[src/hdl/mpid_pkg.sv]
// Package with shared types and encodings for the MIPS pseudo-instruction detector.
`timescale 1ns / 1ps
`default_nettype none

package mpid_pkg;

  localparam int unsigned WordW  = 32;
  localparam int unsigned KindW  = 4;
  localparam int unsigned RegW   = 5;
  localparam int unsigned PaddrW = 3;

  typedef enum logic [KindW-1:0] {
    KIND_NONE = 4'd0,
    KIND_LI   = 4'd1,
    KIND_MOVE = 4'd2,
    KIND_NOP  = 4'd3,
    KIND_B    = 4'd4,
    KIND_LA   = 4'd5,
    KIND_LHU  = 4'd6,
    KIND_LW   = 4'd7,
    KIND_SW   = 4'd8,
    KIND_SH   = 4'd9
  } kind_e;

  localparam logic [5:0] OP_SPECIAL = 6'h00;
  localparam logic [5:0] OP_BEQ     = 6'h04;
  localparam logic [5:0] OP_ADDI    = 6'h08;
  localparam logic [5:0] OP_ADDIU   = 6'h09;
  localparam logic [5:0] OP_ORI     = 6'h0D;
  localparam logic [5:0] OP_LUI     = 6'h0F;
  localparam logic [5:0] OP_LW      = 6'h23;
  localparam logic [5:0] OP_LHU     = 6'h25;
  localparam logic [5:0] OP_SH      = 6'h29;
  localparam logic [5:0] OP_SW      = 6'h2B;
  localparam logic [5:0] FN_SLL     = 6'h00;
  localparam logic [5:0] FN_ADDU    = 6'h21;

  // Register byte offsets
  localparam logic [PaddrW-1:0] REG_SWAP_BYTES = 3'd0;

  typedef struct packed {
    kind_e             kind;
    logic              fused;
    logic [RegW-1:0]   treg;
    logic [WordW-1:0]  addr;
  } res_t;

  typedef struct packed {
    logic [WordW-1:0] instr_word;
    logic [WordW-1:0] next_word;
    logic             next_valid;
  } item_t;

endpackage

`default_nettype wire

[src/hdl/mpid_cfg.sv]
// APB-style configuration register block holding the byte swap control.
`timescale 1ns / 1ps
`default_nettype none

module mpid_cfg (
  input  wire logic                         clk_i,
  input  wire logic                         rst_ni,
  input  wire logic                         psel,
  input  wire logic                         penable,
  input  wire logic                         pwrite,
  input  wire logic [mpid_pkg::PaddrW-1:0]  paddr,
  input  wire logic [31:0]                  pwdata,
  output logic      [31:0]                  prdata,
  output logic                              pready,
  output logic                              swap_bytes_o
);

  logic swap_q, swap_d;
  logic wr_en;

  assign pready = 1'b1;
  // low address bits select a byte within the word and are ignored
  assign wr_en = psel & penable & pwrite &
                 (paddr[mpid_pkg::PaddrW-1] == mpid_pkg::REG_SWAP_BYTES[mpid_pkg::PaddrW-1]);

  always_comb begin
    swap_d = swap_q;
    if (wr_en) begin
      swap_d = pwdata[0];
    end
  end

  always_ff @(posedge clk_i or negedge rst_ni) begin
    if (!rst_ni) begin
      swap_q <= 1'b0;
    end else begin
      swap_q <= swap_d;
    end
  end

  always_comb begin
    prdata = '0;
    if (paddr[mpid_pkg::PaddrW-1] == mpid_pkg::REG_SWAP_BYTES[mpid_pkg::PaddrW-1]) begin
      prdata = {31'd0, swap_q};
    end
  end

  assign swap_bytes_o = swap_q;

endmodule

`default_nettype wire

[src/hdl/mpid_decode.sv]
// Combinational decode of one instruction pair into a pseudo-instruction result.
`timescale 1ns / 1ps
`default_nettype none

module mpid_decode (
  input  wire mpid_pkg::item_t item_i,
  input  wire logic            swap_bytes_i,
  output mpid_pkg::res_t       res_o
);

  logic [31:0] w, n;
  logic [5:0]  op, nop;
  logic [4:0]  rs, rt, rd, n_rs;
  logic [31:0] hi, lo, sx;
  logic        pair_ok;

  always_comb begin
    if (swap_bytes_i) begin
      w = {item_i.instr_word[7:0], item_i.instr_word[15:8],
           item_i.instr_word[23:16], item_i.instr_word[31:24]};
      n = {item_i.next_word[7:0], item_i.next_word[15:8],
           item_i.next_word[23:16], item_i.next_word[31:24]};
    end else begin
      w = item_i.instr_word;
      n = item_i.next_word;
    end
  end

  assign op   = w[31:26];
  assign rs   = w[25:21];
  assign rt   = w[20:16];
  assign rd   = w[15:11];
  assign nop  = n[31:26];
  assign n_rs = n[25:21];
  assign hi   = {w[15:0], 16'd0};
  assign lo   = {16'd0, n[15:0]};
  assign sx   = {{16{n[15]}}, n[15:0]};
  assign pair_ok = (op == mpid_pkg::OP_LUI) && item_i.next_valid && (rt == n_rs);

  always_comb begin
    res_o = '0;
    res_o.kind = mpid_pkg::KIND_NONE;
    case (op)
      mpid_pkg::OP_ORI, mpid_pkg::OP_ADDI, mpid_pkg::OP_ADDIU: begin
        if (rs == 5'd0) res_o.kind = mpid_pkg::KIND_LI;
      end
      mpid_pkg::OP_SPECIAL: begin
        if (w[5:0] == mpid_pkg::FN_ADDU && rt == 5'd0) begin
          res_o.kind = mpid_pkg::KIND_MOVE;
        end else if (w[5:0] == mpid_pkg::FN_SLL && rd == 5'd0 && rt == 5'd0) begin
          res_o.kind = mpid_pkg::KIND_NOP;
        end
      end
      mpid_pkg::OP_BEQ: begin
        if (rs == rt) res_o.kind = mpid_pkg::KIND_B;
      end
      default: begin
        if (pair_ok) begin
          res_o.fused = 1'b1;
          res_o.treg  = n[20:16];
          res_o.addr  = hi + sx;
          case (nop)
            mpid_pkg::OP_ORI: begin
              res_o.kind = mpid_pkg::KIND_LA;
              res_o.addr = hi | lo;
            end
            mpid_pkg::OP_ADDIU: res_o.kind = mpid_pkg::KIND_LA;
            mpid_pkg::OP_LHU:   res_o.kind = mpid_pkg::KIND_LHU;
            mpid_pkg::OP_LW:    res_o.kind = mpid_pkg::KIND_LW;
            mpid_pkg::OP_SW:    res_o.kind = mpid_pkg::KIND_SW;
            mpid_pkg::OP_SH:    res_o.kind = mpid_pkg::KIND_SH;
            default: begin
              // lui with no fusable partner
              res_o = '0;
              res_o.kind = mpid_pkg::KIND_NONE;
            end
          endcase
        end
      end
    endcase
  end

endmodule

`default_nettype wire

[src/hdl/mips_pseudo_instruction_detect.sv]
// Top level of the MIPS pseudo-instruction detector: input register, decode, result register.
`timescale 1ns / 1ps
`default_nettype none

// An item (instruction word, following word, next_valid) is taken on any cycle with start_i
// high; busy_o stays low, so one item per cycle is sustained. Each item is captured in an
// input register, decoded by combinational logic and its result is held in a result
// register; done_o pulses for one cycle with each new result in that register. Results come
// out in order and cannot be stalled by the receiver. The user must change swap_bytes
// (offset 0) only while no item is in flight; the block itself does not enforce this.
module mips_pseudo_instruction_detect (
  input  wire logic                         clk_i,
  input  wire logic                         rst_ni,
  input  wire logic                         start_i,
  output logic                              busy_o,
  input  wire logic [31:0]                  instr_word_i,
  input  wire logic [31:0]                  next_word_i,
  input  wire logic                         next_valid_i,
  output logic                              done_o,
  output logic [3:0]                        macro_kind_o,
  output logic                              fused_o,
  output logic [4:0]                        target_reg_o,
  output logic [31:0]                       address_o,
  input  wire logic                         psel,
  input  wire logic                         penable,
  input  wire logic                         pwrite,
  input  wire logic [mpid_pkg::PaddrW-1:0]  paddr,
  input  wire logic [31:0]                  pwdata,
  output logic      [31:0]                  prdata,
  output logic                              pready
);

  logic            swap_bytes;
  logic            in_vld_q, in_vld_d;
  mpid_pkg::item_t item_q, item_d;
  logic            out_vld_q, out_vld_d;
  mpid_pkg::res_t  res_q, res_d;
  logic            accept;

  mpid_cfg u_cfg (
    .clk_i        (clk_i),
    .rst_ni       (rst_ni),
    .psel         (psel),
    .penable      (penable),
    .pwrite       (pwrite),
    .paddr        (paddr),
    .pwdata       (pwdata),
    .prdata       (prdata),
    .pready       (pready),
    .swap_bytes_o (swap_bytes)
  );

  mpid_decode u_decode (
    .item_i       (item_q),
    .swap_bytes_i (swap_bytes),
    .res_o        (res_d)
  );

  assign busy_o = 1'b0;
  assign accept = start_i & ~busy_o;

  assign in_vld_d  = accept;
  assign out_vld_d = in_vld_q;

  always_comb begin
    item_d = item_q;
    if (accept) begin
      item_d.instr_word = instr_word_i;
      item_d.next_word  = next_word_i;
      item_d.next_valid = next_valid_i;
    end
  end

  always_ff @(posedge clk_i or negedge rst_ni) begin
    if (!rst_ni) begin
      in_vld_q  <= 1'b0;
      out_vld_q <= 1'b0;
    end else begin
      in_vld_q  <= in_vld_d;
      out_vld_q <= out_vld_d;
    end
  end

  always_ff @(posedge clk_i) begin
    item_q <= item_d;
    if (in_vld_q) begin
      res_q <= res_d;
    end
  end

  assign done_o       = out_vld_q;
  assign macro_kind_o = res_q.kind;
  assign fused_o      = res_q.fused;
  assign target_reg_o = res_q.treg;
  assign address_o    = res_q.addr;

  a_done_latency: assert property (@(posedge clk_i) disable iff (!rst_ni)
    done_o |-> $past(accept, 2))
    else $error("result without an item taken two cycles earlier");

  a_unfused_zero: assert property (@(posedge clk_i) disable iff (!rst_ni)
    (done_o && !fused_o) |-> (address_o == 32'd0 && target_reg_o == 5'd0))
    else $error("address or target register set without fusion");

  a_fused_kind: assert property (@(posedge clk_i) disable iff (!rst_ni)
    (done_o && fused_o) |-> (res_q.kind == mpid_pkg::KIND_LA || res_q.kind == mpid_pkg::KIND_LHU ||
                             res_q.kind == mpid_pkg::KIND_LW || res_q.kind == mpid_pkg::KIND_SW ||
                             res_q.kind == mpid_pkg::KIND_SH))
    else $error("fused result with a single-word kind");

endmodule

`default_nettype wire
[config.mk]
export PLATFORM = sky130hd
export DESIGN_NAME = mips_pseudo_instruction_detect
export DESIGN_NICKNAME = d
export VERILOG_FILES = /design/src/hdl/mpid_pkg.sv /design/src/hdl/mpid_cfg.sv /design/src/hdl/mpid_decode.sv /design/src/hdl/mips_pseudo_instruction_detect.sv
export SDC_FILE = /design/constraint.sdc
export NUM_CORES = 1
export LEC_CHECK = 0
export ABC_AREA = 0
export ABC_CLOCK_PERIOD_IN_PS = 3500
export BUFFER_PORTS_ARGS = -buffer_cell sky130_fd_sc_hd__buf_4
export CORE_MARGIN = 2
export CORE_UTILIZATION = 40
export DETAILED_ROUTE_END_ITERATION = 10
export HOLD_SLACK_MARGIN = 0.12
export PLACE_DENSITY = 0.75
export SLEW_MARGIN = 20
export SYNTH_ARGS = -nofsm -noshare
export SYNTH_HDL_FRONTEND = slang
export SYNTH_SLANG_ARGS = --single-unit
export TNS_END_PERCENT = 100
[constraint.sdc]
create_clock -name clk_i -period 3.5 [get_ports clk_i]
set_clock_uncertainty 0.15 [all_clocks]
set_input_delay 0.35 -clock clk_i [delete_from_list [all_inputs] [get_ports clk_i]]
set_output_delay 0.35 -clock clk_i [all_outputs]
set_load 0.005 [all_outputs]
== Word level (Yosys, flattened, before mapping) ==
Index checks and enable logic that the tools add are counted.
Widths: inputs -> output; s select.

* Flip-flop bits (word level): 110
* Bits in latches: 0
* Memory bits (writable): 0
* Bits in read-only memories: 0
* Memories kept: 0

* $add $sub $neg: 1
* Multiply operators: 0
* Div/mod/pow operators: 0
* Order comparisons: 0
* Equal/unequal tests: 14
* Shifts and indexed selects: 0
* Muxes and demuxes: 12
* Bitwise gates (word level): 7
* Reductions and logical operators: 16

{| class="wikitable"
|+ Operator list
! kind !! count
|-
| $mux 32 || 2
|-
| $pmux 32 s2 || 1
|-
| $mux 42 || 1
|-
| $eq 6x4->1 const B || 6
|-
| $add 32x32->32 || 1
|-
| $or 32x16->32 || 1
|-
| $eq 6x6->1 const B || 5
|-
| $pmux 4 s5 || 1
|-
| $logic_not 5->1 || 3
|-
| $logic_not 6->1 || 2
|-
| $pmux 4 s3 || 1
|-
| $reduce_or 6->1 || 2
|-
| $eq 5x5->1 || 2
|-
| $reduce_or 7->1 || 1
|-
| $eq 6x3->1 const B || 1
|-
| $mux 6 || 1
|-
| $logic_and 1x1->1 || 5
|-
| $reduce_or 5->1 || 1
|-
| $mux 4 || 1
|-
| $and 1x1->1 || 3
|-
| $mux 3 || 1
|-
| $not 1->1 || 3
|-
| $reduce_or 3->1 || 1
|-
| $mux 1 || 2
|-
| other kinds (2) || 2
|}

== Depth between registers and ports, before layout ==
Gate-level depths: netlist of the first run.

* Word-level depth: 7
* Gate-level depth with buffers: 15
* Gate-level depth less buffers: 12

== Modules after synthesis ==
Synthesis of the first run repeated with hierarchy kept, for this count alone.

* Cell total of the unflattened synthesis: 454
* Area total of the unflattened synthesis: 5,775.5 um^2

{| class="wikitable"
|+ By module, submodules not included
! module !! times used !! cells each !! area an instance (um^2)
|-
| mips_pseudo_instruction_detect || 1 || 111 || 3,274.4
|-
| mpid_decode || 1 || 305 || 2,199.6
|-
| mpid_cfg || 1 || 38 || 301.5
|}

== Worst setup path after synthesis of the first run ==
Ideal clock, no wire load.

* Path type: flip-flop to flip-flop
* Start: register u_cfg.swap_q, in the netlist u_cfg.swap_bytes_o
* End: register res_q, in the netlist address_o[29] (data pin)
* Arrival time: 2.987 ns
* Required time: 3.094 ns
* Slack: 0.107 ns
* Stages on the path, launching flop included: 15
* Buffers on the path: 5
* Clock period less this slack: 3.393 ns
* Path through: dfrtp_1 > buf_6 > buf_12 > buf_8 > buf_4 > buf_4 > mux2_2 > ha_1 > and2_1 > a221oi_1 > a211o_1 > a31oi_1 > or3_1 > a32oi_1 > nor2_1

* Word-level cells in the longest chain between the ends: 6
* Elaborated cells between the ends (all ways): 23

{| class="wikitable"
|+ RTL lines
! item !! line !! source
|-
| from (decl) || mpid_cfg.sv:18 || <nowiki>logic swap_q, swap_d;</nowiki>
|-
| from (signal assigned) || mpid_cfg.sv:37 || <nowiki>swap_q <= swap_d;</nowiki>
|-
| branches (longest 6 deep; another with $add 32x32->32) || -- ||
|-
| to (signal assigned) || mips_pseudo_instruction_detect.sv:87 || <nowiki>res_q <= res_d;</nowiki>
|-
| to (decl) || mips_pseudo_instruction_detect.sv:37 || <nowiki>mpid_pkg::res_t res_q, res_d;</nowiki>
|}

Several ways; the timed one is not identified.
A chain may end at the register's enable or synchronous reset.

== Worst setup path after layout of the first run ==
Ends and elaborated chain as after synthesis.

==> impl_metrics.yaml, run 1 <==
critical_path:
  crit_required_ns: 3.45
  path_class: "reg2reg"
  path_max_fanout: 11
  path_cells: "buf_6 > buf_4 > mux2_2 > ha_1 > a21oi_1 > o211ai_1 > o211ai_1 > a31oi_1 > or3_1 > a32oi_1 > nor2_1"
  start_kind: "flop"
  critical_path_buf_inv_count: 2
  cp_common_cell: "o211ai_1"
  critPathMaxStageDelay_ns: 0.42
  reg2reg_from: "u_cfg.swap_bytes_o"
  end_kind: "flop"
  arrival_ns: 3.27
  crit_path_top_delay_cell: "dfrtp_2"
  crit_family: "compound AO/OA/AOI/OAI gates"
  startpoint: "u_cfg.swap_bytes_o"
yosys:
  async_reset_ff_share_pct: 2.73
  synth_area_mm2: 0.00588
  syn_avg_cell_area_um2: 12.6
  yosys-top-cells-area: "edfxtp_1 55%, buf_4 4.7%, mux2i_1 4.4%"
  yosysWarnings: 0
  synth_top_area_share_pct: 54.6
  ys_types: 65
  syn_inst: 468
  synth-edff-count: 107
  ys.flop_type: "edfxtp_1"
  synth_largest_area_cell: "edfxtp_1"
  ys_ff_latch: 110
  ys_seq_area_share_pct: 55.9
global_routing:
  grt_pass1_wl_um: 21800
  grt_overflow_total: 0
  track_usage_pct: 17.7
  grt_max_degree: 67
  grt_pass1_vias: 4460
  grt_antenna_before_repair: 0
route:
  viasPerCell: 5.11
  wl_per_cell_um: 16.3
  dr.pass1.iters: 5
  drc: 0
  dr_total_vias: 4332
  drt_iter0_markers: 285
  drt-total-wl_um: 13800
  ant_nets: 0
timing:
  worstMarginPinSlew_ns: 0.967
  relSlewSlack_pct: 35.5
  setup_violations: 0
  post-route-min-period_ns: 3.32
  rsz0062_at_grt: "false"
  fmax_mhz: 301
  finalCritPeriodShare_pct: 94.8
  finalHoldViolCount: 0
  setup_tns_ns: 0
  final_max_slew_viol_count: 0
  setup_slack_ns: 0.181
hold_path:
  hold_class: "in2async"
power:
  combPwrFrac_pct: 29.3
  p_clk_share_pct: 25.7
  intPower_mw: 2.53
  finalPower_mw: 3.58
  p_leak_nw: 3.11
  pwr_density_cell_mw_per_mm2: 461
  seqPwrFrac_pct: 45.0
  p_sw_mw: 1.05
  switching_share_pct: 29.4
  irDropWorstVdd_uv: 304
final_layout:
  final_cell_mix: "130 x buf_4, 107 x edfxtp_1, 67 x dlygate4sd3_1"
  drive_above_1_share_pct: 26.5
  diodes: 0
  n_fill_cell: 1144
  mostFrequentLayoutCell: "buf_4"
  nets: 781
  multi_input_area_mm2: 0.00229
  syn_to_final_growth_pct: 32.3
  seqCellArea_mm2: 0.00329
floorplan:
  initial_core_util_pct: 40.8
  die-area_mm2: 0.0157
  core_area_mm2: 0.0144
  row_count: 44
  chipWidth_um: 125
  pin_count: 183
  die_h_um: 125
outcome:
  status: "completed"
clock_network:
  htree_levels: 3
  cts_buffers: 9
  clkLatencyLatePin_ns: 0.35
  ctsLongestPathBuffers: 2
  cts_tree: "done"
  path_clk_slew_ns: 0.07
  cts_sinks: 110
  ctsRootBufferMaster: "clkbuf_16"
placed_design:
  io_buffers: 116
  place_congestion: 0.933
  dpl_worst_slack_ns: -0.0417
  dp_hpwl_um: 9660
job:
  maxCapViolations: 0
-- power by group through the flow --
stage	clock (mW)	sequential, mW	combinational, mW
6_report	0.919	1.61	1.05
5_1_grt	0.989	1.62	1.14
4_1_cts	0.934	1.61	1.02
3_5_place_dp	0	1.65	0.944
3_3_place_gp	0	1.64	0.904
2_1_floorplan	0	1.62	0.737
-- registers in the layout, summed over array words and instances (netlist names) --
signal,count
address_o,32
macro_kind_o,4
in_vld_q,1
done_o,1
u_cfg.swap_bytes_o,1
item_q,65
fused_o,1
target_reg_o,5
-- path summary, 6_finish.rpt --
kind / to / slack [ns] / depth (start not counted)
worst max-delay path: address_o[29] / 0.18 / 11
worst min register to register: target_reg_o[4] / 0.45 / 2
min in group clk_i: u_cfg.swap_bytes_o / 0.23 / 3
worst max register to register: address_o[29] / 0.18 / 11
max in group asynchronous: in_vld_q / 2.93 / 2
worst min-delay path: done_o / 0.17 / 2
-- metrics by stage --
step | cells | cell area [um^2] | hold slack [ns] | utilization [%]
4_1_cts | 846 | 7760 | 0.159 | 53.8
6_report | 847 | 7780 | 0.170 | 53.9
2_1_floorplan | 499 | 6000 | -0.0956 | -
3_5_place_dp | 763 | 6830 | -0.00926 | 47.3
3_3_place_gp | 763 | 6830 | -0.00993 | 47.3
5_1_grt | 847 | 7780 | 0.176 | 53.9
-- cell type report --
cell class	count	share of cell area, %
clock inverter	3	0.289
timing repair buffer	198	21.3
tap	184	2.96
multi-input combinational	325	29.4
clock buffer	12	3.04
inverter	15	0.724
sequential	110	42.3
-- cells in the mapped netlist (all sizes together) (8+ instances only) --
master and count:
a21o 9, a21oi 14, a22oi 8, a31oi 8, buf 45, edfxtp 107
ha 15, inv 15, mux2 18, mux2i 27, nand2 16, nand3 12
nor2 45, o21ai 10, xnor2 14, xor2 14
-- routing by layer --
metal | up-vias | global-route usage, % | routed length [um]
met2 | 170 | 30.6 | 6950
met1 | 2061 | 21.0 | 5730
met3 | 29 | 3.04 | 682
met5 | - | 0 | 0
li1 | 2072 | - | -
met4 | 0 | 9.48 | 421
-- repair_timing --
item | in CTS | in global routing
hold buffers | 67 | 0
buffers inserted | 1 | 1
gates resized for setup | 0 | 3
endpoints found under the hold margin | 69 | 0
pin swaps | 0 | 1
setup endpoints to repair | 2 | 4
-- kinds of logic after synthesis --
logic type	synth area share [%]
AO/OA/AOI/OAI	9.79
flip-flops	55.9
AND/OR/NAND/NOR	10.8
other	0.128
multiplexers	8.38
adder cells (fa/ha/maj)	3.53
buffers and inverters	7.26
XOR/XNOR	4.17
No activity file was read; power rests on OpenSTA's default activity.
==> run 2: changes to the inputs <==
--- a/config.mk
+++ b/config.mk
@@ -5,11 +5,12 @@
 export SDC_FILE = /design/constraint.sdc
 export NUM_CORES = 1
 export LEC_CHECK = 0
-export ABC_AREA = 0
+export ABC_AREA = 1
 export ABC_CLOCK_PERIOD_IN_PS = 3500
 export BUFFER_PORTS_ARGS = -buffer_cell sky130_fd_sc_hd__buf_4
 export CORE_MARGIN = 2
 export CORE_UTILIZATION = 40
+export CTS_CLUSTER_SIZE = 40
 export DETAILED_ROUTE_END_ITERATION = 10
 export HOLD_SLACK_MARGIN = 0.12
 export PLACE_DENSITY = 0.75
==> run 2 against run 1 <==
Critical path depth up 3; core utilization down 0.057 points; flip-flop and latch count unchanged; largest cell class unchanged.
==> impl_metrics.yaml, run 2 <==
power:
  pwr_density_cell_mw_per_mm2: 469
  p_leak_nw: 3.78
  irDropWorstVdd_uv: 234
yosys:
  synth_top_area_share_pct: 50.9
  synth-edff-count: 107
  synth_largest_area_cell: "edfxtp_1"
  syn_avg_cell_area_um2: 8.78
  async_reset_ff_share_pct: 2.73
  yosysWarnings: 0
  synth_most_common_cell: "nand2_1"
  ys_ff_latch: 110
  syn_inst: 719
  synth_area_mm2: 0.00631
  ys_types: 34
  ys_seq_area_share_pct: 52.1
  yosys-top-cells-area: "edfxtp_1 51%, nand2_1 13%, inv_1 5.2%"
  synth_top_cells_by_count: "227 x nand2_1, 107 x edfxtp_1, 88 x inv_1, 45 x nor2_1, 42 x nand3_1"
  ys.flop_type: "edfxtp_1"
global_routing:
  met3_usage_pct: 3.84
  grt_busiest_layer: "met2"
  grt_pass1_wl_um: 24300
  track_usage_pct: 19.0
  use_met1_pct: 24.9
  grt_max_degree: 74
  grt_overflow_total: 0
  use_met2_pct: 31.8
  grt_pass1_vias: 4959
  grt_antenna_before_repair: 0
floorplan:
  pin_count: 183
  core_area_mm2: 0.0153
  row_count: 45
  die-area_mm2: 0.0168
  chipWidth_um: 130
  initial_core_util_pct: 41.2
  die_h_um: 130
final_layout:
  top_register: "item_q"
  drive_above_1_share_pct: 20.0
  mostFrequentLayoutCell: "nand2_1"
  largest_reg_flops: 65
  diodes: 0
  final_util_pct: 53.9
  final_cell_mix: "227 x nand2_1, 128 x buf_4, 107 x edfxtp_1"
  stdcell_count: 1119
  design_area_mm2: 0.00825
  syn_to_final_growth_pct: 30.7
  nets: 1026
hold_path:
  whs_endpoint: "u_cfg.swap_bytes_o"
  holdPathStages: 3
  hold_class: "in2reg"
  min_from: "pwdata[0]"
critical_path:
  reg2reg_from: "u_cfg.swap_bytes_o"
  path_max_fanout: 73
  start_kind: "flop"
  reg2regPathDepth: 14
  path_class: "reg2reg"
  ff2ff_setup_slack_ns: 0.44
  end_kind: "flop"
  rr_endpoint: "address_o[28]"
  arrival_ns: 2.97
  crit_required_ns: 3.42
placed_design:
  place_area_mm2: 0.00730
  place_inst: 1038
  dp_hpwl_um: 11000
  io_buffers: 116
  place_congestion: 0.958
timing:
  post-route-min-period_ns: 3.06
  final_max_slew_viol_count: 0
  rsz0062_at_grt: "false"
  timing.hold.ws_ns: 0.138
  relSlewSlack_pct: 35.4
  setup_tns_ns: 0
  setup_violations: 0
  finalCritPeriodShare_pct: 87.3
  worstMarginPinSlew_ns: 0.969
  finalHoldViolCount: 0
  fmax_mhz: 327
route:
  dr.pass1.iters: 4
  drt_iter0_markers: 324
  drc: 0
  dr_total_vias: 5163
  ant_nets: 0
  wl_per_cell_um: 13.8
  drt-total-wl_um: 15500
  viasPerCell: 4.61
job:
  maxCapViolations: 0
clock_network:
  ctsLongestPathBuffers: 2
  cts_sinks: 110
  cts_tree: "done"
  clkLatencyLatePin_ns: 0.36
  cts_buffers: 9
  ctsRootBufferMaster: "clkbuf_16"
  htree_levels: 3
  path_clk_slew_ns: 0.07
outcome:
  status: "completed"
[run 2: changes by cell type after synthesis, sizes merged, moves of 8 or more]
| cell | before | now |
|---|---|---|
| o21ai | 10 | 47 |
| nand2 | 16 | 230 |
| mux2i | 27 | 0 |
| mux2 | 18 | 0 |
| nor2 | 45 | 56 |
| nand3 | 12 | 42 |
| a21o | 9 | 0 |
| a22oi | 8 | 0 |
| a31oi | 8 | 0 |
| inv | 15 | 92 |
| xnor2 | 14 | 5 |
| a21oi | 14 | 33 |
[run 2: routing by layer]
metal / vias up / part of all wire (%)
li1: 2644 / -
met3: 22 / 6.0
met4: 0 / 2.0
met1: 2323 / 44
met2: 174 / 48
met5: - / 0
[run 2: stage by stage]
stage	setup slack [ns]	total power, mW
after detailed placement	0.476	2.82
after global routing	0.223	4.13
after global placement	0.535	2.80
final	0.444	3.87
after CTS	0.476	3.88
after floorplan	0.527	2.49
[run 2: logic make-up (layout without fill, tap and decap cells)]
| group | Yosys count | after routing | synth area share [%] |
|---|---|---|---|
| AO/OA/AOI/OAI | 81 | 81 | 7.35 |
| XOR/XNOR | 12 | 12 | 1.66 |
| adder cells (fa/ha/maj) | 16 | 16 | 3.29 |
| buffers and inverters | 145 | 303 | 11.8 |
| flip-flops | 110 | 110 | 52.1 |
| other | 2 | 33 | 0.119 |
| AND/OR/NAND/NOR | 353 | 353 | 23.7 |
[run 2: layout make-up]
class                   count  area, um^2
multi-input cells         495        2400
repair buffers            196        1660
clock inverters             6        62.6
well taps                 211         264
inverters                  92         345
fillers                  1360        7060
flip-flops and latches    110        3290
clock buffers               9         225
[run 2: report_power, final]
| part | switching (mW) | total [mW] | leakage [nW] | internal, mW |
|---|---|---|---|---|
| Sequential | 0.0492 | 1.58 | 1.10 | 1.53 |
| Combinational | 0.793 | 1.28 | 2.53 | 0.489 |
| Clock | 0.457 | 1.01 | 0.141 | 0.551 |
[run 2: worst max-delay path by stage]
stage / slack [ns] / cells past startpoint / endpoint / startpoint
6_report: 0.44 / 14 / address_o[28] / u_cfg.swap_bytes_o
5_1_grt: 0.22 / 14 / address_o[28] / u_cfg.swap_bytes_o
4_1_cts: 0.48 / 14 / address_o[28] / u_cfg.swap_bytes_o
3_5_place_dp: 0.48 / 14 / address_o[28] / u_cfg.swap_bytes_o
3_3_place_gp: 0.54 / 14 / address_o[28] / u_cfg.swap_bytes_o
2_1_floorplan: 0.53 / 17 / address_o[28] / u_cfg.swap_bytes_o
[run 2: critical path, stage by stage (launching register included)]
cell and delay, ns:
dfrtp_2 0.47, buf_12 0.29, o21ai_0 0.25, inv_1 0.14, ha_1 0.21, inv_1 0.07, fa_1 0.38, inv_1 0.15
nand3_1 0.09, nand3_1 0.15, nand3_1 0.12, nand3_1 0.08, nand2_1 0.05, nand3_1 0.09, a21oi_1 0.07
[run 2: timing repair]
item	4_1_cts	5_1_grt
hold endpoints to repair	68	0
gates resized for setup	0	0
hold buffers	66	0
setup buffers	0	0
